<file path="config.mk">
export PLATFORM = sky130hd
export DESIGN_NAME = wpm_queue
export DESIGN_NICKNAME = d
export VERILOG_FILES = /design/src/hw/rtl/wpm_pkg.sv /design/src/hw/rtl/wpm_queue.sv
export SDC_FILE = /design/constraint.sdc
export NUM_CORES = 1
export LEC_CHECK = 0
export BUFFER_PORTS_ARGS = -buffer_cell sky130_fd_sc_hd__buf_2
export CAP_MARGIN = 5
export CORE_MARGIN = 4
export CORE_UTILIZATION = 40
export CTS_BUF_LIST = sky130_fd_sc_hd__clkbuf_8
export DETAILED_ROUTE_END_ITERATION = 8
export PLACE_DENSITY = 0.73
export SETUP_SLACK_MARGIN = 0.15
export SLEW_MARGIN = 20
export SYNTH_ARGS = -nofsm -noshare
export SYNTH_HDL_FRONTEND = slang
export SYNTH_SLANG_ARGS = --single-unit
export TNS_END_PERCENT = 20
</file>
<file path="constraint.sdc">
create_clock -name clk -period 4.98 [get_ports clk]
set_input_delay 0.747 -clock clk [delete_from_list [all_inputs] [get_ports clk]]
set_output_delay 0.747 -clock clk [all_outputs]
set_load 0.1 [all_outputs]
</file>
<file path="src/hw/rtl/wpm_pkg.sv">
// Shared types, constants and helpers of the waveform pulse measurement block.
// No dependencies; every other file imports this package.
package wpm_pkg;

    localparam int SMP_W        = 16;
    localparam int RECORD_DEPTH = 4096;
    localparam int IDX_W        = $clog2(RECORD_DEPTH);
    localparam int CNT_W        = IDX_W + 1;
    localparam int BIN_SHIFT    = 3;
    localparam int BIN_W        = SMP_W - BIN_SHIFT;
    localparam int NBINS        = 2 ** BIN_W;
    localparam int FRAC_W       = 8;
    localparam int PER_W        = IDX_W + FRAC_W;
    localparam int DIV_CNT_W    = $clog2(PER_W);
    localparam int DEB_W        = 12;
    localparam int Q_DEPTH      = 2;
    localparam int Q_PTR_W      = $clog2(Q_DEPTH);
    localparam int Q_CNT_W      = Q_PTR_W + 1;
    localparam int CFG_ADDR_W   = 3;
    localparam int CFG_DATA_W   = 32;

    localparam logic signed [SMP_W-1:0] CODE_MIN = 16'sh8000;
    localparam logic signed [SMP_W-1:0] CODE_MAX = 16'sh7fff;

    // register index of the APB map
    localparam logic REG_DEBOUNCE = 1'b0;

    typedef struct packed {
        logic                    en;
        logic [IDX_W-1:0]        addr;
        logic signed [SMP_W-1:0] data;
    } store_wr_t;

    typedef struct packed {
        logic signed [SMP_W-1:0] min;
        logic signed [SMP_W-1:0] max;
        logic [CNT_W-1:0]        n;
    } rec_t;

    typedef struct packed {
        logic empty;
        logic full;
    } q_stat_t;

    typedef struct packed {
        logic busy;
    } back_stat_t;

    typedef struct packed {
        logic signed [SMP_W-1:0] min_code;
        logic signed [SMP_W-1:0] max_code;
        logic signed [SMP_W-1:0] base_code;
        logic signed [SMP_W-1:0] top_code;
        logic signed [SMP_W-1:0] mid_code;
        logic [CNT_W-1:0]        rising_count;
        logic [CNT_W-1:0]        falling_count;
        logic [PER_W-1:0]        rise_spacing;
        logic [PER_W-1:0]        fall_spacing;
        logic [IDX_W-1:0]        first_rising;
        logic [IDX_W-1:0]        first_falling;
    } res_t;

    typedef enum logic [3:0] {
        BK_CLEAR,
        BK_IDLE,
        BK_H_RD,
        BK_H_BIN,
        BK_H_UPD,
        BK_Z_RD,
        BK_Z_WR,
        BK_MID,
        BK_MID2,
        BK_E_RD,
        BK_E_CHK,
        BK_DS_R,
        BK_DIV_R,
        BK_DS_F,
        BK_DIV_F,
        BK_FIN
    } back_state_t;

    // histogram bin of a sample: offset binary, shifted down
    function automatic logic [BIN_W-1:0] bin_of(input logic signed [SMP_W-1:0] s);
        logic [SMP_W-1:0] b;
        b = {~s[SMP_W-1], s[SMP_W-2:0]};
        return b[SMP_W-1:BIN_SHIFT];
    endfunction

    // lowest code of a bin
    function automatic logic signed [SMP_W-1:0] code_of(input logic [BIN_W-1:0] bin);
        logic [SMP_W-1:0] c;
        c = {bin, {BIN_SHIFT{1'b0}}};
        return signed'({~c[SMP_W-1], c[SMP_W-2:0]});
    endfunction

endpackage

</file>
<file path="src/hw/rtl/wpm_queue.sv">
// Short descriptor queue between front and back end.
// Depends on wpm_pkg.
module wpm_queue
(
    input  logic              clk,
    input  logic              rst_n,
    input  logic              push,
    input  wpm_pkg::rec_t     din,
    input  logic              pop,
    output wpm_pkg::rec_t     dout,
    output wpm_pkg::q_stat_t  qstat
);
    import wpm_pkg::*;

    rec_t                 mem_reg [Q_DEPTH];
    logic [Q_PTR_W-1:0]   wr_ptr_reg, wr_ptr_next;
    logic [Q_PTR_W-1:0]   rd_ptr_reg, rd_ptr_next;
    logic [Q_CNT_W-1:0]   cnt_reg, cnt_next;
    logic                 do_push, do_pop;

    assign qstat.empty = (cnt_reg == '0);
    assign qstat.full  = (cnt_reg == Q_CNT_W'(Q_DEPTH));
    assign do_push     = push && !qstat.full;
    assign do_pop      = pop && !qstat.empty;
    assign dout        = mem_reg[rd_ptr_reg];

    // pointer and fill update
    always_comb
    begin
        wr_ptr_next = wr_ptr_reg;
        rd_ptr_next = rd_ptr_reg;
        cnt_next    = cnt_reg;
        if (do_push)
            wr_ptr_next = wr_ptr_reg + 1'b1;
        if (do_pop)
            rd_ptr_next = rd_ptr_reg + 1'b1;
        if (do_push && !do_pop)
            cnt_next = cnt_reg + 1'b1;
        else if (do_pop && !do_push)
            cnt_next = cnt_reg - 1'b1;
    end

    always_ff @(posedge clk or negedge rst_n)
    begin
        if (!rst_n)
        begin
            wr_ptr_reg <= '0;
            rd_ptr_reg <= '0;
            cnt_reg    <= '0;
        end
        else
        begin
            wr_ptr_reg <= wr_ptr_next;
            rd_ptr_reg <= rd_ptr_next;
            cnt_reg    <= cnt_next;
        end
    end

    // payload, no reset
    always_ff @(posedge clk)
    begin
        if (do_push)
            mem_reg[wr_ptr_reg] <= din;
    end

endmodule

</file>
* Yosys cells after proc, flatten, opt, wreduce, memory -nomap -nowiden
Memory sizes are Yosys's and may differ from the RTL's.
Cells that the tools add are included.
** Storage, ports and cells
- Bits in registers :: 4
- Memory bits (writable) :: 90
- Input port bits :: 49
- Memories kept :: 1
** Memories
- mem_reg :: words 2, bits a word 45, rd ports 1, clocked after Yosys merged registers in 0, wr ports 1, RTL line wpm_queue.sv:15 : rec_t mem_reg [Q_DEPTH];
** Cells by class
- Add/sub/neg operators :: 4
- Eq/ne operators :: 1
- Muxes and demuxes :: 4
- Reduce and logical (&&, ||, !) cells :: 10
** Operator list (count)
- 1-bit logical AND :: 4
- 1-bit zero test :: 4
- 2-bit two-way mux :: 2
- 1-bit adder (second input constant) :: 2
- 2-bit by 1-bit adder with 2-bit output (second input constant) :: 1
- 2-bit == test (second input constant) :: 1
- 2-bit zero test :: 1
- 1-bit two-way mux :: 2
- 2-bit nonzero test :: 1
- 2-bit by 1-bit subtractor with 2-bit output (second input constant) :: 1

* Depth between registers and ports, before layout
Gate-level depths: netlist of the first run.
- Depth after elaboration :: 7
- Mapped depth :: 7
- Depth with buffers taken out :: 7

* Least setup slack after synthesis of the first run
OpenSTA, ideal clock, no wires.
- Path kind :: input to register
- Start point :: input port push
- End point :: memory mem_reg[0][0] (netlist name) (enable)
- Arrival :: 2.727 ns
- Slack :: 1.805 ns
- Cell stages on the path :: 2
- Buffers on the path :: 0
- Path through :: nand2_1 -> nor2_1
** On the way
- Word-level cells in the longest chain between the ends :: 3
** Ends and longest elaborated chain
- from (decl) :: RTL line wpm_queue.sv:7 : input logic push,
- 1-bit logical AND :: RTL line wpm_queue.sv:23 : assign do_push = push && !qstat.full;
- 1-bit two-way mux :: RTL line wpm_queue.sv:62 : if (do_push)
- 1-bit two-way mux (implied by the code) :: RTL line wpm_queue.sv:63 : mem_reg[wr_ptr_reg] <= din;
- to (decl) :: RTL line wpm_queue.sv:15
Every way passes these cells.

==> results of run 1 <==
-- critical path: stages (launching register included) --
cell,delay (ns)
dfrtp_2,0.80
buf_4,0.52
mux2_2,0.39
buf_2,0.29
-- layout make-up --
class | count | area, µm²
well taps | 108 | 135
clock buffers | 9 | 124
flip-flops and latches | 94 | 2800
clock inverters | 4 | 17.5
multi-input cells | 58 | 754
inverters | 2 | 7.51
repair buffers | 97 | 490
fillers | 733 | 4470
-- cells in the mapped netlist --
cell      instances  area share
xnor2_1           3      0.0072
mux2_2            6       0.019
nand2_1           1      0.0010
dfrtp_1           4       0.027
nor2_1            3      0.0031
buf_6             1      0.0031
nand2b_1          1      0.0017
xor2_1            2      0.0048
o21ai_1           1      0.0014
mux2_4           39        0.16
and3_1            1      0.0017
edfxtp_1         90        0.74
ha_1              1      0.0034
buf_12            4       0.022
inv_1             2      0.0021
-- logic make-up (layout without fill, tap and decap cells) --
logic type,Yosys count,count (layout)
AO/OA/AOI/OAI,1,1
adder cells (fa/ha/maj),1,1
XOR/XNOR,5,5
buffers and inverters,7,112
multiplexers,45,45
AND/OR/NAND/NOR,6,6
flip-flops,94,94
-- worst min path at each step --
stage	endpoint
final	cnt_reg[1]$_DFFE_PN0P_
after global routing	cnt_reg[0]$_DFFE_PN0P_
after CTS	cnt_reg[0]$_DFFE_PN0P_
after detailed placement	cnt_reg[1]$_DFFE_PN0P_
after global placement	cnt_reg[1]$_DFFE_PN0P_
after floorplan	cnt_reg[0]$_DFFE_PN0P_
-- layer usage --
| metal | up-vias | part of all wire |
|---|---|---|
| met4 | 2 | 0.012 |
| met2 | 63 | 0.49 |
| li1 | 823 | - |
| met5 | - | 0.0013 |
| met1 | 856 | 0.42 |
| met3 | 8 | 0.074 |
-- stage by stage --
step | util | hold slack [ns] | std cells | area (µm²) | setup WS [ns]
after global routing | 0.492 | 0.180 | 372 | 4330 | 1.75
after floorplan | - | 0.451 | 159 | 3640 | 1.81
final | 0.492 | 0.200 | 372 | 4330 | 1.86
after detailed placement | 0.476 | 0.518 | 359 | 4190 | 2.19
after global placement | 0.476 | 0.506 | 359 | 4190 | 2.22
after CTS | 0.492 | 0.184 | 372 | 4330 | 1.81
==> results.py, run 1 <==
metrics = {
    "grt": {
        "grt.busiest_layer": "met2",
        "overflow": 0,
        "grt_pass1_wl_mm": 8.74,
        "antenna_found_initial": 1,
        "grt_use_total": 0.114,
        "grt_use_met3": 0.0409,
        "grtUsageMet1": 0.133,
        "use_met2": 0.190,
        "grt_max_degree": 46,
        "first_global_vias": 1763,
    },
    "floorplan": {
        "die_h_um": 103,
        "ioPinCount": 96,
        "rows": 34,
        "initial_utilization": 0.414,
        "core-area_um2": 8810,
        "die_x_um": 103,
        "die_area_um2": 10700,
    },
    "layout": {
        "final_common_cell": "buf_2",
        "antenna_cells": 0,
        "final_cell_mix": "buf_2, edfxtp_1, mux2_4",
        "drive_gt1_frac": 0.591,
        "nNetsFinal": 312,
        "area_growth_pct": 18.9,
        "largest_reg_flops": 90,
    },
    "yosys": {
        "synthSimpleGateAreaFrac": 0.00755,
        "muxShareOfSynthArea": 0.179,
        "syn_inst": 159,
        "synth_area_um2": 3640,
        "synth_top_family_by_area": "multiplexers",
        "synth_fa_ha_area_frac": 0.00343,
        "synth_compound_area_frac": 0.00137,
        "ys_ff_latch": 94,
        "ys_warn_count": 0,
        "syn_nets": 209,
        "ys_seq_area_frac": 0.769,
        "synth_xor_area_frac": 0.0120,
        "synth_cell_types": 15,
        "syn_area_per_cell_um2": 22.9,
    },
    "sta": {
        "tns_ns": 0,
        "hold_viol": 0,
        "rsz0062_at_grt": "false",
        "worst_pin_slew_ns": 0.686,
        "finalMaxSlewViolations": 0,
        "setup_violations": 0,
        "fmax_ghz": 0.320,
        "period_share": 0.627,
        "fin_crit_ns": 3.12,
        "slew_headroom": 0.542,
        "fin_skew_ns": 0.00582,
    },
    "worst_setup_path": {
        "cp-endpoint": "dout[27]",
        "path_class": "reg -> out",
        "cp_data_arrival_time_ns": 2.37,
        "reg2reg_setup_slack_ns": 2.90,
        "critPathLaunchType": "flop",
        "regToRegEndpoint": "mem_reg[0][14]$_DFFE_PP_",
        "end_kind": "primary output",
        "startpoint": "rd_ptr_reg$_DFFE_PN0P_",
        "r2r-start": "cnt_reg[0]$_DFFE_PN0P_",
        "required_ns": 4.23,
        "r2r_cells": 4,
        "path_max_fanout": 26,
    },
    "route": {
        "dr.pass1.iters": 3,
        "drt-total-wl_mm": 5.96,
        "antenna_left": 0,
        "dr_total_vias": 1752,
        "routedWlPerCell_um": 16.0,
        "avgViaCountPerCell": 4.71,
        "drt-initial-drc-count": 54,
        "drc": 0,
    },
    "clock_network": {
        "cts_buffers": 9,
        "worst_skew_pair.late_latency_ns": 0.34,
        "clkTransAtPathRegs_ns": 0.08,
        "cts_tree": "done",
        "cts_setup_buffers": 0,
        "cts_buffer_depth": 2,
        "hold_buffers": 0,
        "root_buffer": "clkbuf_8",
        "ctsResizeCount": 0,
        "cts.sink_count": 94,
        "htree_levels": 3,
    },
    "flow_run": {
        "drv_cap": 0,
    },
    "status": {
        "status": "completed",
    },
    "placed_design": {
        "numPortBuffers": 95,
        "hpwlAfterDp_mm": 4.01,
        "place.gp.congestion": 0.646,
    },
    "hold_path": {
        "hp-class": "in -> async",
    },
}
Power of run 1 is not shown: default switching activity piles up to over one toggle a cycle in this logic, so the estimate is an artifact.
==> run 2: changes to the inputs <==
--- a/config.mk
+++ b/config.mk
@@ -11,7 +11,7 @@
 export CORE_UTILIZATION = 40
 export CTS_BUF_LIST = sky130_fd_sc_hd__clkbuf_8
 export DETAILED_ROUTE_END_ITERATION = 8
-export PLACE_DENSITY = 0.73
+export PLACE_DENSITY = 0.76
 export SETUP_SLACK_MARGIN = 0.15
 export SLEW_MARGIN = 20
 export SYNTH_ARGS = -nofsm -noshare
==> constraint.sdc (replaced) <==
create_clock -name clk -period 2.7 [get_ports clk]
set_input_delay 0.405 -clock clk [delete_from_list [all_inputs] [get_ports clk]]
set_output_delay 0.405 -clock clk [all_outputs]
set_load 0.1 [all_outputs]
==> run 2 against run 1 <==
Against the previous run: cell area increased by 2.6%; cell count increased by 1.6%; via count increased by 0.29%; highest routed layer is now met4; flip-flop and latch count unchanged; worst hold slack improved by 0.041 ns; register-to-register slack got worse by 2.1 ns.
==> results.py, run 2 (synthesis gave the netlist of run 1 again) <==
metrics = {
    "route": {
        "dr_total_vias": 1757,
        "antenna_left": 0,
        "drt-total-wl_mm": 5.86,
        "routedWlPerCell_um": 15.5,
        "drt-initial-drc-count": 56,
        "dr.pass1.iters": 4,
        "drc": 0,
        "avgViaCountPerCell": 4.65,
    },
    "layout": {
        "final_cell_mix": "buf_2, edfxtp_1, mux2_4",
        "multiInputGateArea_um2": 751,
        "drive_gt1_frac": 0.589,
        "fillers": 777,
        "final_common_cell": "buf_2",
        "antenna_cells": 0,
        "final_util": 0.505,
        "seq_area_um2": 2800,
        "nNetsFinal": 315,
        "area_growth_pct": 22.0,
        "largest_reg_flops": 90,
    },
    "worst_setup_path": {
        "required_ns": 2.30,
        "crit_chain": "buf_12 -> mux2_2 -> buf_2",
        "path_max_fanout": 46,
        "critical_path.slowest_cell": "dfrtp_2",
        "crit_path_max_incr_delay_ns": 0.38,
        "path_buf_inv": 2,
        "crit_cells": 3,
        "critPathTopFamily": "buffers and inverters",
        "critPathLaunchType": "flop",
        "cp_data_arrival_time_ns": 1.73,
        "end_kind": "primary output",
        "path_class": "reg -> out",
        "r2r_cells": 4,
    },
    "placed_design": {
        "numPortBuffers": 95,
        "place_ws_ns": 0.756,
        "hpwlAfterDp_mm": 3.93,
        "place.gp.congestion": 0.671,
    },
    "sta": {
        "period_share": 0.791,
        "setup_violations": 0,
        "finalMaxSlewViolations": 0,
        "hold_viol": 0,
        "worst_pin_slew_ns": 0.590,
        "hold_slack_ns": 0.241,
        "timing.final.ws_setup_ns": 0.564,
        "fin_crit_ns": 2.14,
        "fmax_ghz": 0.468,
        "slew_headroom": 0.606,
        "tns_ns": 0,
        "rsz0062_at_grt": "false",
        "fin_skew_ns": 0.0109,
    },
    "floorplan": {
        "core-area_um2": 8810,
        "ioPinCount": 96,
        "rows": 34,
        "die_h_um": 103,
        "die_x_um": 103,
        "initial_utilization": 0.414,
        "die_area_um2": 10700,
    },
    "clock_network": {
        "worst_skew_pair.late_latency_ns": 0.34,
        "cts_buffer_depth": 2,
        "root_buffer": "clkbuf_8",
        "cts.sink_count": 94,
        "cts_buffers": 9,
        "cts_setup_buffers": 0,
        "cts_tree": "done",
        "htree_levels": 3,
        "clkTransAtPathRegs_ns": 0.09,
    },
    "flow_run": {
        "drv_cap": 0,
    },
    "grt": {
        "overflow": 0,
        "first_global_vias": 1864,
        "grt_pass1_wl_mm": 9.05,
        "grt_use_total": 0.116,
        "grt_max_degree": 47,
        "antenna_found_initial": 0,
    },
    "hold_path": {
        "hp-class": "in -> reg",
        "whs_path_depth": 1,
    },
    "status": {
        "status": "completed",
    },
}
run 2: cell count changes in the layout (fill, tap and decap cells not counted):
cell           before  now
and3_2              0    1
buf_12              0    2
dlygate4sd3_1       0    1
and3_4              1    0
clkinvlp_4          0    1
bufinv_16           0    2
inv_1               2    5
clkinv_2            2    0
clkinv_1            2    1
run 2: through the flow:
stage / instances / instance area [µm²]
2_1_floorplan: 159 / 3650
3_3_place_gp: 361 / 4230
3_5_place_dp: 361 / 4230
4_1_cts: 378 / 4440
5_1_grt: 378 / 4440
6_report: 378 / 4440
run 2: layout make-up:
class / count / area share
repair buffers: 100 / 0.122
flip-flops and latches: 94 / 0.631
well taps: 108 / 0.0304
multi-input cells: 58 / 0.169
clock inverters: 7 / 0.0186
inverters: 2 / 0.00169
clock buffers: 9 / 0.0279
run 2: worst paths after layout:
kind / startpoint / end / slack [ns]
min reg2reg: cnt_reg[1]$_DFFE_PN0P_ / cnt_reg[1]$_DFFE_PN0P_ / 0.53
min in group asynchronous: rst_n / cnt_reg[0]$_DFFE_PN0P_ / 0.40
max reg2reg: cnt_reg[0]$_DFFE_PN0P_ / mem_reg[0][44]$_DFFE_PP_ / 0.79
min: din[19] / mem_reg[1][19]$_DFFE_PP_ / 0.24
max: rd_ptr_reg$_DFFE_PN0P_ / dout[22] / 0.56
max in group asynchronous: rst_n / rd_ptr_reg$_DFFE_PN0P_ / 2.16
run 2: what timing repair did:
action                     4_1_cts  5_1_grt
setup endpoints to repair        0        0
hold buffers                     1        0
hold endpoints to repair         4        0
gates resized for setup          0        0
run 2: per-layer routing:
layer  routed length (µm)  track usage  vias up
met2                 3020        0.197       64
li1                     -            -      831
met5                    0            0        -
met3                  417       0.0476        4
met4                   22       0.0388        0
met1                 2400        0.132      858
Power of run 2 is left out for the same reason.
