`src/hw/rtl/wpm_pkg.sv`:
```
// Shared types, constants and helpers of the waveform pulse measurement block.
// No dependencies; every other file imports this package.
package wpm_pkg;

    localparam int SMP_W        = 16;
    localparam int RECORD_DEPTH = 4096;
    localparam int IDX_W        = $clog2(RECORD_DEPTH);
    localparam int CNT_W        = IDX_W + 1;
    localparam int BIN_SHIFT    = 3;
    localparam int BIN_W        = SMP_W - BIN_SHIFT;
    localparam int NBINS        = 2 ** BIN_W;
    localparam int FRAC_W       = 8;
    localparam int PER_W        = IDX_W + FRAC_W;
    localparam int DIV_CNT_W    = $clog2(PER_W);
    localparam int DEB_W        = 12;
    localparam int Q_DEPTH      = 2;
    localparam int Q_PTR_W      = $clog2(Q_DEPTH);
    localparam int Q_CNT_W      = Q_PTR_W + 1;
    localparam int CFG_ADDR_W   = 3;
    localparam int CFG_DATA_W   = 32;

    localparam logic signed [SMP_W-1:0] CODE_MIN = 16'sh8000;
    localparam logic signed [SMP_W-1:0] CODE_MAX = 16'sh7fff;

    // register index of the APB map
    localparam logic REG_DEBOUNCE = 1'b0;

    typedef struct packed {
        logic                    en;
        logic [IDX_W-1:0]        addr;
        logic signed [SMP_W-1:0] data;
    } store_wr_t;

    typedef struct packed {
        logic signed [SMP_W-1:0] min;
        logic signed [SMP_W-1:0] max;
        logic [CNT_W-1:0]        n;
    } rec_t;

    typedef struct packed {
        logic empty;
        logic full;
    } q_stat_t;

    typedef struct packed {
        logic busy;
    } back_stat_t;

    typedef struct packed {
        logic signed [SMP_W-1:0] min_code;
        logic signed [SMP_W-1:0] max_code;
        logic signed [SMP_W-1:0] base_code;
        logic signed [SMP_W-1:0] top_code;
        logic signed [SMP_W-1:0] mid_code;
        logic [CNT_W-1:0]        rising_count;
        logic [CNT_W-1:0]        falling_count;
        logic [PER_W-1:0]        rise_spacing;
        logic [PER_W-1:0]        fall_spacing;
        logic [IDX_W-1:0]        first_rising;
        logic [IDX_W-1:0]        first_falling;
    } res_t;

    typedef enum logic [3:0] {
        BK_CLEAR,
        BK_IDLE,
        BK_H_RD,
        BK_H_BIN,
        BK_H_UPD,
        BK_Z_RD,
        BK_Z_WR,
        BK_MID,
        BK_MID2,
        BK_E_RD,
        BK_E_CHK,
        BK_DS_R,
        BK_DIV_R,
        BK_DS_F,
        BK_DIV_F,
        BK_FIN
    } back_state_t;

    // histogram bin of a sample: offset binary, shifted down
    function automatic logic [BIN_W-1:0] bin_of(input logic signed [SMP_W-1:0] s);
        logic [SMP_W-1:0] b;
        b = {~s[SMP_W-1], s[SMP_W-2:0]};
        return b[SMP_W-1:BIN_SHIFT];
    endfunction

    // lowest code of a bin
    function automatic logic signed [SMP_W-1:0] code_of(input logic [BIN_W-1:0] bin);
        logic [SMP_W-1:0] c;
        c = {bin, {BIN_SHIFT{1'b0}}};
        return signed'({~c[SMP_W-1], c[SMP_W-2:0]});
    endfunction

endpackage

```
`src/hw/rtl/wpm_smp_if.sv`:
```
// Sample channel: valid/ready handshake with one sample and its last mark.
// Depends on wpm_pkg.
interface wpm_smp_if;
    import wpm_pkg::*;

    logic                    valid;
    logic                    ready;
    logic signed [SMP_W-1:0] sample;
    logic                    last;

    modport source (output valid, output sample, output last, input ready);
    modport sink   (input valid, input sample, input last, output ready);
endinterface

```
`src/hw/rtl/wpm_front.sv`:
```
// Front end: accepts samples, writes the sample store, tracks min/max and count,
// and hands a record descriptor to the queue on last. Depends on wpm_pkg, wpm_smp_if.
module wpm_front
(
    input  logic                 clk,
    input  logic                 rst_n,
    wpm_smp_if.sink              smp,
    input  wpm_pkg::back_stat_t  bstat,
    input  wpm_pkg::q_stat_t     qstat,
    output wpm_pkg::store_wr_t   st_wr,
    output logic                 push,
    output wpm_pkg::rec_t        rec
);
    import wpm_pkg::*;

    logic [CNT_W-1:0]        cnt_reg, cnt_next;
    logic signed [SMP_W-1:0] min_reg, min_next;
    logic signed [SMP_W-1:0] max_reg, max_next;
    logic                    acc;
    logic                    keep;
    logic signed [SMP_W-1:0] min_upd, max_upd;
    logic [CNT_W-1:0]        cnt_upd;

    // the store belongs to the back end while a record is pending
    assign smp.ready = !bstat.busy && qstat.empty;
    assign acc       = smp.valid && smp.ready;
    assign keep      = (cnt_reg < CNT_W'(RECORD_DEPTH));

    // running values including the current request
    always_comb
    begin
        min_upd = min_reg;
        max_upd = max_reg;
        cnt_upd = cnt_reg;
        if (keep)
        begin
            cnt_upd = cnt_reg + 1'b1;
            if (smp.sample < min_reg)
                min_upd = smp.sample;
            if (smp.sample > max_reg)
                max_upd = smp.sample;
        end
    end

    always_comb
    begin
        st_wr.en   = acc && keep;
        st_wr.addr = cnt_reg[IDX_W-1:0];
        st_wr.data = smp.sample;
        push       = acc && smp.last;
        rec.min    = min_upd;
        rec.max    = max_upd;
        rec.n      = cnt_upd;
    end

    // record accumulators, restarted after each closing sample
    always_comb
    begin
        cnt_next = cnt_reg;
        min_next = min_reg;
        max_next = max_reg;
        if (acc)
        begin
            if (smp.last)
            begin
                cnt_next = '0;
                min_next = CODE_MAX;
                max_next = CODE_MIN;
            end
            else
            begin
                cnt_next = cnt_upd;
                min_next = min_upd;
                max_next = max_upd;
            end
        end
    end

    always_ff @(posedge clk or negedge rst_n)
    begin
        if (!rst_n)
        begin
            cnt_reg <= '0;
            min_reg <= CODE_MAX;
            max_reg <= CODE_MIN;
        end
        else
        begin
            cnt_reg <= cnt_next;
            min_reg <= min_next;
            max_reg <= max_next;
        end
    end

endmodule

```
`src/flat_wrapper.sv`:
```
// flat-port wrapper written by rule: the top's interface ports become plain ports
module wpm_front_flat import wpm_pkg::*;
  (clk, rst_n, bstat, qstat, st_wr, push, rec, smp_valid, smp_sample, smp_last, smp_ready);
  wpm_smp_if smp_i ();
  input  logic clk;
  input  logic rst_n;
  input  wpm_pkg::back_stat_t bstat;
  input  wpm_pkg::q_stat_t qstat;
  output wpm_pkg::store_wr_t st_wr;
  output logic push;
  output wpm_pkg::rec_t rec;
  input wire logic [$bits(smp_i.valid)-1:0] smp_valid;
  input wire logic [$bits(smp_i.sample)-1:0] smp_sample;
  input wire logic [$bits(smp_i.last)-1:0] smp_last;
  output wire logic [$bits(smp_i.ready)-1:0] smp_ready;
  assign smp_i.valid = smp_valid;
  assign smp_i.sample = smp_sample;
  assign smp_i.last = smp_last;
  assign smp_ready = smp_i.ready;
  wpm_front u_core (.clk(clk), .rst_n(rst_n), .smp(smp_i), .bstat(bstat), .qstat(qstat), .st_wr(st_wr), .push(push), .rec(rec));
endmodule
```
`config.mk`:
```
export PLATFORM = sky130hd
export DESIGN_NAME = wpm_front_flat
export DESIGN_NICKNAME = d
export VERILOG_FILES = /design/src/hw/rtl/wpm_pkg.sv /design/src/hw/rtl/wpm_smp_if.sv /design/src/hw/rtl/wpm_front.sv /design/src/flat_wrapper.sv
export SDC_FILE = /design/constraint.sdc
export NUM_CORES = 1
export LEC_CHECK = 0
export BUFFER_PORTS_ARGS = -buffer_cell sky130_fd_sc_hd__buf_4
export CAP_MARGIN = 10
export CORE_ASPECT_RATIO = 0.9
export CORE_MARGIN = 2
export CORE_UTILIZATION = 40
export CTS_CLUSTER_DIAMETER = 40
export CTS_CLUSTER_SIZE = 12
export DETAILED_ROUTE_END_ITERATION = 16
export SETUP_SLACK_MARGIN = 0.05
export SYNTH_ARGS = -nofsm -noshare
export SYNTH_HDL_FRONTEND = slang
export SYNTH_SLANG_ARGS = --single-unit
```
`constraint.sdc`:
```
create_clock -name clk -period 3.75 [get_ports clk]
set_clock_uncertainty 0.15 [all_clocks]
set_input_delay 0.375 -clock clk [delete_from_list [all_inputs] [get_ports clk]]
set_output_delay 0.375 -clock clk [all_outputs]
set_load 0.02 [all_outputs]
```
=== After elaboration in Yosys (flattened, before gate mapping) ===
Cells that the tools add are included.

* Flip-flop bits (word level): 45
* Bits of input ports: 23
* Output and inout port bits: 76

* $add $sub $neg: 1
* Magnitude comparators: 3
* Muxes and demuxes: 8
* Reduce and logical (&&, ||, !) cells: 5

{| class="wikitable"
|+ Operator list
! operator !! count
|-
| 2-to-1 mux 16 bit || 6
|-
| 2-to-1 mux 13 bit || 2
|-
| greater-than comparator 16 bit || 1
|-
| < comparator 16 bit || 1
|-
| adder 13 x 1 -> 13 bit (second input constant) || 1
|-
| < comparator 13 bit (second input constant) || 1
|-
| logical AND 1 bit || 4
|-
| logical NOT 1 bit || 1
|}

=== Longest topological paths before layout ===
Gate-level depths: netlist (run 1).

* Word-level depth: 4
* Gate-level depth with buffers: 9

=== Worst setup path before layout (run 1) ===
Ideal clock, no wire load.

* Path kind: flip-flop to output port
* From: register u_core.max_reg[15]
* To: output rec[13] in the netlist's numbering
* Arrival time: 2.625 ns
* Required time: 3.225 ns
* Slack: 0.600 ns
* Stages on the path, launching flop included: 10
* Path buffers: 1
* Path through: dfstp_2 inv_1 ha_1 nand4_1 nor4_2 a21boi_2 o31a_2 nand2_4 buf_2 o21ai_0

{| class="wikitable"
|+ RTL lines
! what !! line !! source
|-
| start: declaration || wpm_front.sv:18 || <nowiki>logic signed [SMP_W-1:0] max_reg, max_next;</nowiki>
|-
| start signal: assignment || wpm_front.sv:91 || <nowiki>max_reg <= max_next;</nowiki>
|-
| end: declaration || flat_wrapper.sv:11 || <nowiki>output wpm_pkg::rec_t rec;</nowiki>
|}

==> summary.md, run 1 <==
| Metric | Value |
|---|---|
| Status | complete, no violations |
| Layout cell share with drive strength beyond 1 | 33.5% |
| Cell Pwr Density | 714 nW/um^2 |
| CP Launch Type | flop |
| M2 GR Usage | 31.9% |
| Fin crit share | 95.5% |
| ANT cells | 0 |
| Logic pwr share | 64.2% |
| RR Startpoint | u_core.min_reg[13] |
| Clock Sinks | 45 |
| Slowest library cell on the worst path | dfstp_2 |
| Busiest metal layer after global routing | met2 |
| CP max stage delay | 550 ps |
| Commonest non-fill, non-tap cell in the layout | buf_4 |
| RSZ-0062 raised after global routing | no |
| Wire per inst | 16.7 microns |
| Sequential Power Share | 26.0% |
| Synth Register Bits | 45 |
| Final nets | 567 |
| Worst R2R Path Depth | 9 |
| Syn avg cell area | 8.77 sq um |
| Sw power | 1.51 mW |
| Die span in x | 109 microns |
| Cell-internal power | 1.87 mW |
| Worst EP required | 3220 ps |
| DR vias | 3468 |
| HP Start | smp_sample[4] |
| CP Max Fanout | 8 |
| IO Pins | 99 |
| GPL Wtd Cong | 0.802 |
| Via density per instance | 5.43 |
| Starting Density | 41.0% |
| R2r setup slk | 750 ps |
| Bufs on Longest Clock Path | 2 |
| Min cycle time layout | 3580 ps |
| Clk_lat worst skew | 300 ps |
| Worst Max-Slew Pin Slew | 1010 ps |
| Global-route wire length before repair | 17000 microns |
| CP arrival | 3060 ps |
| GR Layer Usage met3 | 2.74% |
| Area grow syn2layout | 19.5% |
| Initial antenna violation count | 0 |
| Post-detail-place hpwl | 7360 microns |
| Largest net degree at the start of global routing | 46 |
| Switching Share | 44.6% |
| Footprint of the multi-input gates | 2390 sq um |
| Die area | 10700 sq um |
| Final setup fails | 0 |
| Register area share after synthesis | 29.0% |
| Drt pass-1 iters | 4 |
| Num rows | 34 |
| Crit path top cell by count | mux2_4 |
| Worst min-delay path category | in2reg |
| Hold-critical path endpoint | u_core.min_reg[4] |
| Synth cell types | 54 |
| Die Y | 98.3 microns |
| CP Class | reg2out |
| Clk root buf | clkbuf_8 |
| Final wirelength | 10700 microns |
| Reg-to-reg endpoint | u_core.min_reg[7] |
| CTS HTree Levels | 2 |
| Synth warn | 0 |
| Setup ws final | 168 ps |
| Post-synth ARST share | 100% |
| IR Drop Worst-Case VDD | 0.401 mV |
| DR DRC count | 0 |
| TritonCTS Buffers | 5 |
| Fin. Hold Viols | 0 |
| Post-synth EDFFs | 0 |
| Vias in the first global route | 3306 |
| Worst hold path depth | 3 |
| Clock share of power | 9.8% |
| Synthesized net count | 506 |
| Core ar. | 9660 sq um |
| GR Util met1 | 29.1% |
| Fin Setup TNS | 0 ps |
| Mapped Cells | 451 |
| Clock transition at the registers of the reported paths | 90 ps |
| P_leak | 2.38 nW |
| CTS tree | yes |
| Detail Route Antenna Nets | 0 |
| Max-slew violation count | 0 |
| IO buf count | 97 |
| Syn Std Cell Area | 3960 sq um |
| Critical Path, Cell by Cell | inv_1 > ha_1 > nand4_2 > or3_4 > a221oi_4 > nor3_2 > mux2_4 > mux2_4 > buf_4 |
| Grt total ovfl | 0 |
| Max-Cap Viols | 0 |
| Slew margin rel. | 32.7% |
| Ys flop type | dfrtp_1 |
| Pre-CTS WS | 443 ps |
| Global Route Usage Sum | 20.2% |
| Register area | 1150 sq um |
| Filler Cells Inserted | 906 |
| CP Capture Type | primary output |
| Hold slack final | 235 ps |
| Fmax | 0.279 GHz |
| Commonest non-fill, non-tap cells in the layout | 106 x buf_4, 42 x nor2_1, 36 x inv_1 |
| Initial DRC Count | 111 |
logic make-up after synthesis:
logic type      synth area share [%]
compound gates                  14.3
xor+xnor                        2.44
fa+ha+maj                       10.1
buf+inv                         11.5
flops                           29.0
mux                             14.6
simple gates                    18.0
synthesized netlist by cell type, types with 2 or more instances:
master    instances  share of area (%)
nor2_1           42                4.0
inv_1            36                3.4
ha_1             32                 10
buf_4            29                5.5
dfrtp_1          29                 18
o211ai_1         29                5.5
mux2_2           22                6.3
nand2_1          21                2.0
nand3_1          19                2.4
clkbuf_1         18                1.7
mux2i_1          18                4.6
a21oi_1          17                2.2
dfstp_2          16                 11
o21ai_0          16                2.0
and3_1           15                2.4
nor3_1           14                1.8
mux2_4           10                3.8
xnor2_1          10                2.2
nand4_1           6               0.95
buf_1             5               0.47
nor2b_1           5               0.79
o21bai_1          3               0.57
or3_1             3               0.47
a21o_1            2               0.38
and2_1            2               0.32
nand4b_1          2               0.44
nor4_1            2               0.32
nor4b_1           2               0.44
critical path: cells and delay by family (launching register included):
kind,cells,cell delay [ps]
and+or+nand+nor,3,700
muxes,2,740
buffers and inverters,2,200
adders and majority gates,1,300
DFF,1,550
AOI/OAI and AO/OA,1,250
area by class of cell:
class                   count  share of cell area [%]
multi-input cells         317                    50.6
inverters                  36                    2.86
repair buffers            107                    17.1
clock buffers               8                    1.91
well taps                 126                    3.34
flip-flops and latches     45                    24.3
how the worst max path moves through the flow:
stage / startpoint / to / slack, ps / depth (start not counted)
6_report: u_core.min_reg[13] / rec[35] / 170 / 9
5_1_grt: u_core.min_reg[13] / rec[40] / 50 / 9
3_5_place_dp: smp_sample[15] / rec[38] / 440 / 9
4_1_cts: u_core.min_reg[13] / rec[38] / 80 / 9
3_3_place_gp: u_core.min_reg[13] / rec[38] / 470 / 9
2_1_floorplan: u_core.max_reg[15] / rec[13] / 600 / 9
power groups by stage:
stage	Clock, mW	Sequential [mW]	Combinational, mW
floorplan	0	0.832	1.52
global placement	0	0.873	2.10
detailed placement	0	0.883	2.14
CTS	0.340	0.874	2.16
global route	0.363	0.907	2.36
finish	0.330	0.877	2.17
metal layers:
metal,vias to the layer above,wire length (microns)
li1,1699,-
met1,1673,4970
met2,85,5070
met3,11,492
met4,0,126
met5,-,0
stage by stage:
step	total power, mW	cell area, sq um	instances	util [%]
finish	3.37	4720	639	48.9
detailed placement	3.03	4590	629	47.5
global route	3.63	4720	639	48.9
CTS	3.37	4690	638	48.5
global placement	2.97	4590	629	47.5
floorplan	2.36	3960	451	-
repair_timing:
| item | in CTS | in global routing |
|---|---|---|
| endpoints found under the hold margin | 29 | 0 |
| gates resized for setup | 0 | 4 |
| endpoints found under the setup margin | 0 | 15 |
| hold buffers | 1 | 0 |
| setup buffers | 0 | 0 |
No activity file was read; power rests on OpenSTA's default activity.
==> inputs of run 2 (changes only) <==
--- a/config.mk
+++ b/config.mk
@@ -8,10 +8,8 @@
 export BUFFER_PORTS_ARGS = -buffer_cell sky130_fd_sc_hd__buf_4
 export CAP_MARGIN = 10
 export CORE_ASPECT_RATIO = 0.9
-export CORE_MARGIN = 2
 export CORE_UTILIZATION = 40
 export CTS_CLUSTER_DIAMETER = 40
-export CTS_CLUSTER_SIZE = 12
 export DETAILED_ROUTE_END_ITERATION = 16
 export SETUP_SLACK_MARGIN = 0.05
 export SYNTH_ARGS = -nofsm -noshare
==> run 2 against run 1 <==
Net effect: clock power fell by 3%; global-route usage rose by 0.37 points; cell count did not move; largest power group unchanged.
==> summary.md, run 2 (synthesized netlist as in run 1, its figures left out) <==
| Metric | Value |
|---|---|
| Clk root buf | clkbuf_8 (unchanged) |
| Non-Filler Instances | 639 (unchanged) |
| Fmax | 0.278 GHz (was 0.279 GHz) |
| Die Y | 96.3 microns (was 98.3 microns) |
| Slew margin rel. | 30.5% (was 32.7%) |
| CP Max Fanout | 8 (unchanged) |
| Max-slew violation count | 0 (unchanged) |
| Bufs on Longest Clock Path | 2 (unchanged) |
| Fin crit share | 95.8% (was 95.5%) |
| Worst EP required | 3220 ps (about the same) |
| RSZ-0062 raised after global routing | no (unchanged) |
| Post-detail-place hpwl | 7310 microns (was 7360 microns) |
| Commonest non-fill, non-tap cell in the layout | buf_4 (unchanged) |
| ANT cells | 0 (unchanged) |
| Placed insts | 629 (unchanged) |
| Max-Cap Viols | 0 (unchanged) |
| Grt total ovfl | 0 (unchanged) |
| Global-route wire length before repair | 16500 microns (was 17000 microns) |
| Hold slack final | 217 ps (was 235 ps) |
| IO buf count | 97 (unchanged) |
| Die area | 10300 sq um (was 10700 sq um) |
| DR vias | 3517 (was 3468) |
| Setup Fix Bufs, Post-CTS | 0 (unchanged) |
| RR Startpoint | u_core.min_reg[13] (unchanged) |
| Crit path top cell by count | mux2_4 (unchanged) |
| Worst min-delay path category | in2reg (unchanged) |
| Fin Setup TNS | 0 ps (unchanged) |
| Worst Setup EP | rec[43] (was rec[35]) |
| IO Pins | 99 (unchanged) |
| Wire per inst | 16.7 microns (about the same) |
| P_leak | 2.39 nW (was 2.38 nW) |
| Final setup fails | 0 (unchanged) |
| Drt pass-1 iters | 5 (was 4) |
| Worst Max-Slew Pin Slew | 1040 ps (was 1010 ps) |
| Global Route Usage Sum | 20.5% (was 20.2%) |
| Final wirelength | 10700 microns (about the same) |
| Filler Cells Inserted | 911 (was 906) |
| Initial DRC Count | 176 (was 111) |
| Clock transition at the registers of the reported paths | 90 ps (about the same) |
| Num rows | 34 (unchanged) |
| Logic pwr share | 64.5% (was 64.2%) |
| CP Class | reg2out (unchanged) |
| Core ar. | 9660 sq um (unchanged) |
| Via density per instance | 5.50 (was 5.43) |
| GR Util met1 | 28.1% (was 29.1%) |
| Switching Share | 44.8% (was 44.6%) |
| CP Launch Type | flop (unchanged) |
| Overall power | 3.39 mW (was 3.37 mW) |
| Sequential Power Share | 26.1% (was 26.0%) |
| Detail Route Antenna Nets | 0 (unchanged) |
| Sw power | 1.52 mW (was 1.51 mW) |
| Slowest library cell on the worst path | dfstp_2 (unchanged) |
| Area grow syn2layout | 19.6% (was 19.5%) |
| GR Layer Usage met3 | 3.05% (was 2.74%) |
| Layout cell share with drive strength beyond 1 | 33.3% (was 33.5%) |
| TritonCTS Buffers | 5 (unchanged) |
| Reg-to-reg endpoint | u_core.min_reg[2] (was u_core.min_reg[7]) |
| Fin. Hold Viols | 0 (unchanged) |
| Starting Density | 41.0% (unchanged) |
| Min cycle time layout | 3590 ps (was 3580 ps) |
| Clock share of power | 9.5% (was 9.8%) |
| Cell Pwr Density | 716 nW/um^2 (was 714 nW/um^2) |
| Clock Sinks | 45 (unchanged) |
| Worst R2R Path Depth | 9 (unchanged) |
| Largest net degree at the start of global routing | 46 (unchanged) |
| CP arrival | 3070 ps (was 3060 ps) |
| CTS HTree Levels | 2 (unchanged) |
| Busiest metal layer after global routing | met2 (unchanged) |
| R2r setup slk | 810 ps (was 750 ps) |
| CTS tree | yes (unchanged) |
| GPL Wtd Cong | 0.826 (was 0.802) |
| Clk_lat worst skew | 300 ps (about the same) |
| IR Drop Worst-Case VDD | 0.352 mV (was 0.401 mV) |
| Die span in x | 107 microns (was 109 microns) |
| CP max stage delay | 550 ps (about the same) |
| Commonest non-fill, non-tap cells in the layout | 106 x buf_4, 42 x nor2_1, 36 x inv_1 (unchanged) |
| Critical Path, Cell by Cell | inv_1 > ha_1 > nand4_2 > or3_1 > a221oi_4 > nor3_2 > mux2_4 > mux2_4 > buf_4 (was inv_1 > ha_1 > nand4_2 > or3_4 > a221oi_4 > nor3_2 > mux2_4 > mux2_4 > buf_4) |
| Critical path origin | u_core.min_reg[13] (unchanged) |
| Cell-internal power | 1.87 mW (about the same) |
| Vias in the first global route | 3252 (was 3306) |
| Final nets | 567 (unchanged) |
| Status | complete, no violations (unchanged) |
| DR DRC count | 0 (unchanged) |
| M2 GR Usage | 34.5% (was 31.9%) |
| CP Capture Type | primary output (unchanged) |
| Initial antenna violation count | 0 (unchanged) |
[run 2: cell count changes in the layout (fill, tap and decap cells not counted)]
cell	before	now
or3_4	1	0
nor4_4	0	1
or3_1	2	3
nor4_2	1	0
[run 2: metal layers]
metal / part of all wire [%] / wire [microns]
met2: 46 / 4940
met1: 47 / 5060
met5: 0 / 0
met3: 5.4 / 575
met4: 0.99 / 106
[run 2: repair_timing]
| item | in CTS | in global routing |
|---|---|---|
| gates resized for setup | 0 | 4 |
| hold endpoints to repair | 29 | 0 |
| endpoints found under the setup margin | 0 | 31 |
| hold buffers | 1 | 0 |
[run 2: power by group through the flow]
| stage | Sequential [mW] | Combinational [mW] | Clock (mW) |
|---|---|---|---|
| final | 0.882 | 2.18 | 0.321 |
| after global routing | 0.910 | 2.38 | 0.351 |
| after CTS | 0.879 | 2.15 | 0.334 |
| after detailed placement | 0.887 | 2.14 | 0 |
| after global placement | 0.874 | 2.10 | 0 |
| after floorplan | 0.832 | 1.52 | 0 |
[run 2: cell type report]
class,count,area (sq um),area share [%]
clock buffers,8,90.1,1.91
inverters,36,135,2.86
multi-input cells,317,2390,50.6
flip-flops and latches,45,1150,24.2
well taps,126,158,3.33
repair buffers,107,806,17.0
[run 2: worst min-delay path by stage]
stage | startpoint | to | slack, ps | depth (start not counted)
2_1_floorplan | rst_n | u_core.cnt_reg[0] | -70 | 0
3_3_place_gp | rst_n | u_core.max_reg[6] | 290 | 1
3_5_place_dp | rst_n | u_core.max_reg[6] | 290 | 1
4_1_cts | smp_sample[0] | u_core.min_reg[0] | 220 | 3
5_1_grt | smp_sample[0] | u_core.min_reg[0] | 240 | 3
6_report | smp_sample[0] | u_core.min_reg[0] | 220 | 3
[run 2: stage by stage]
step / worst slack (ps) / instance area [sq um] / utilization [%]
3_3_place_gp: 442 / 4590 / 47.5
4_1_cts: 86.5 / 4690 / 48.5
6_report: 158 / 4730 / 49.0
3_5_place_dp: 436 / 4590 / 47.5
2_1_floorplan: 600 / 3960 / -
5_1_grt: 50.9 / 4730 / 49.0
[run 2: critical path, delay by kind of cell (launching register included)]
kind / cells / cell delay [ps]
simple gates: 3 / 700
compound gates: 1 / 280
fa+ha+maj: 1 / 290
flops: 1 / 550
mux: 2 / 740
buf+inv: 2 / 200
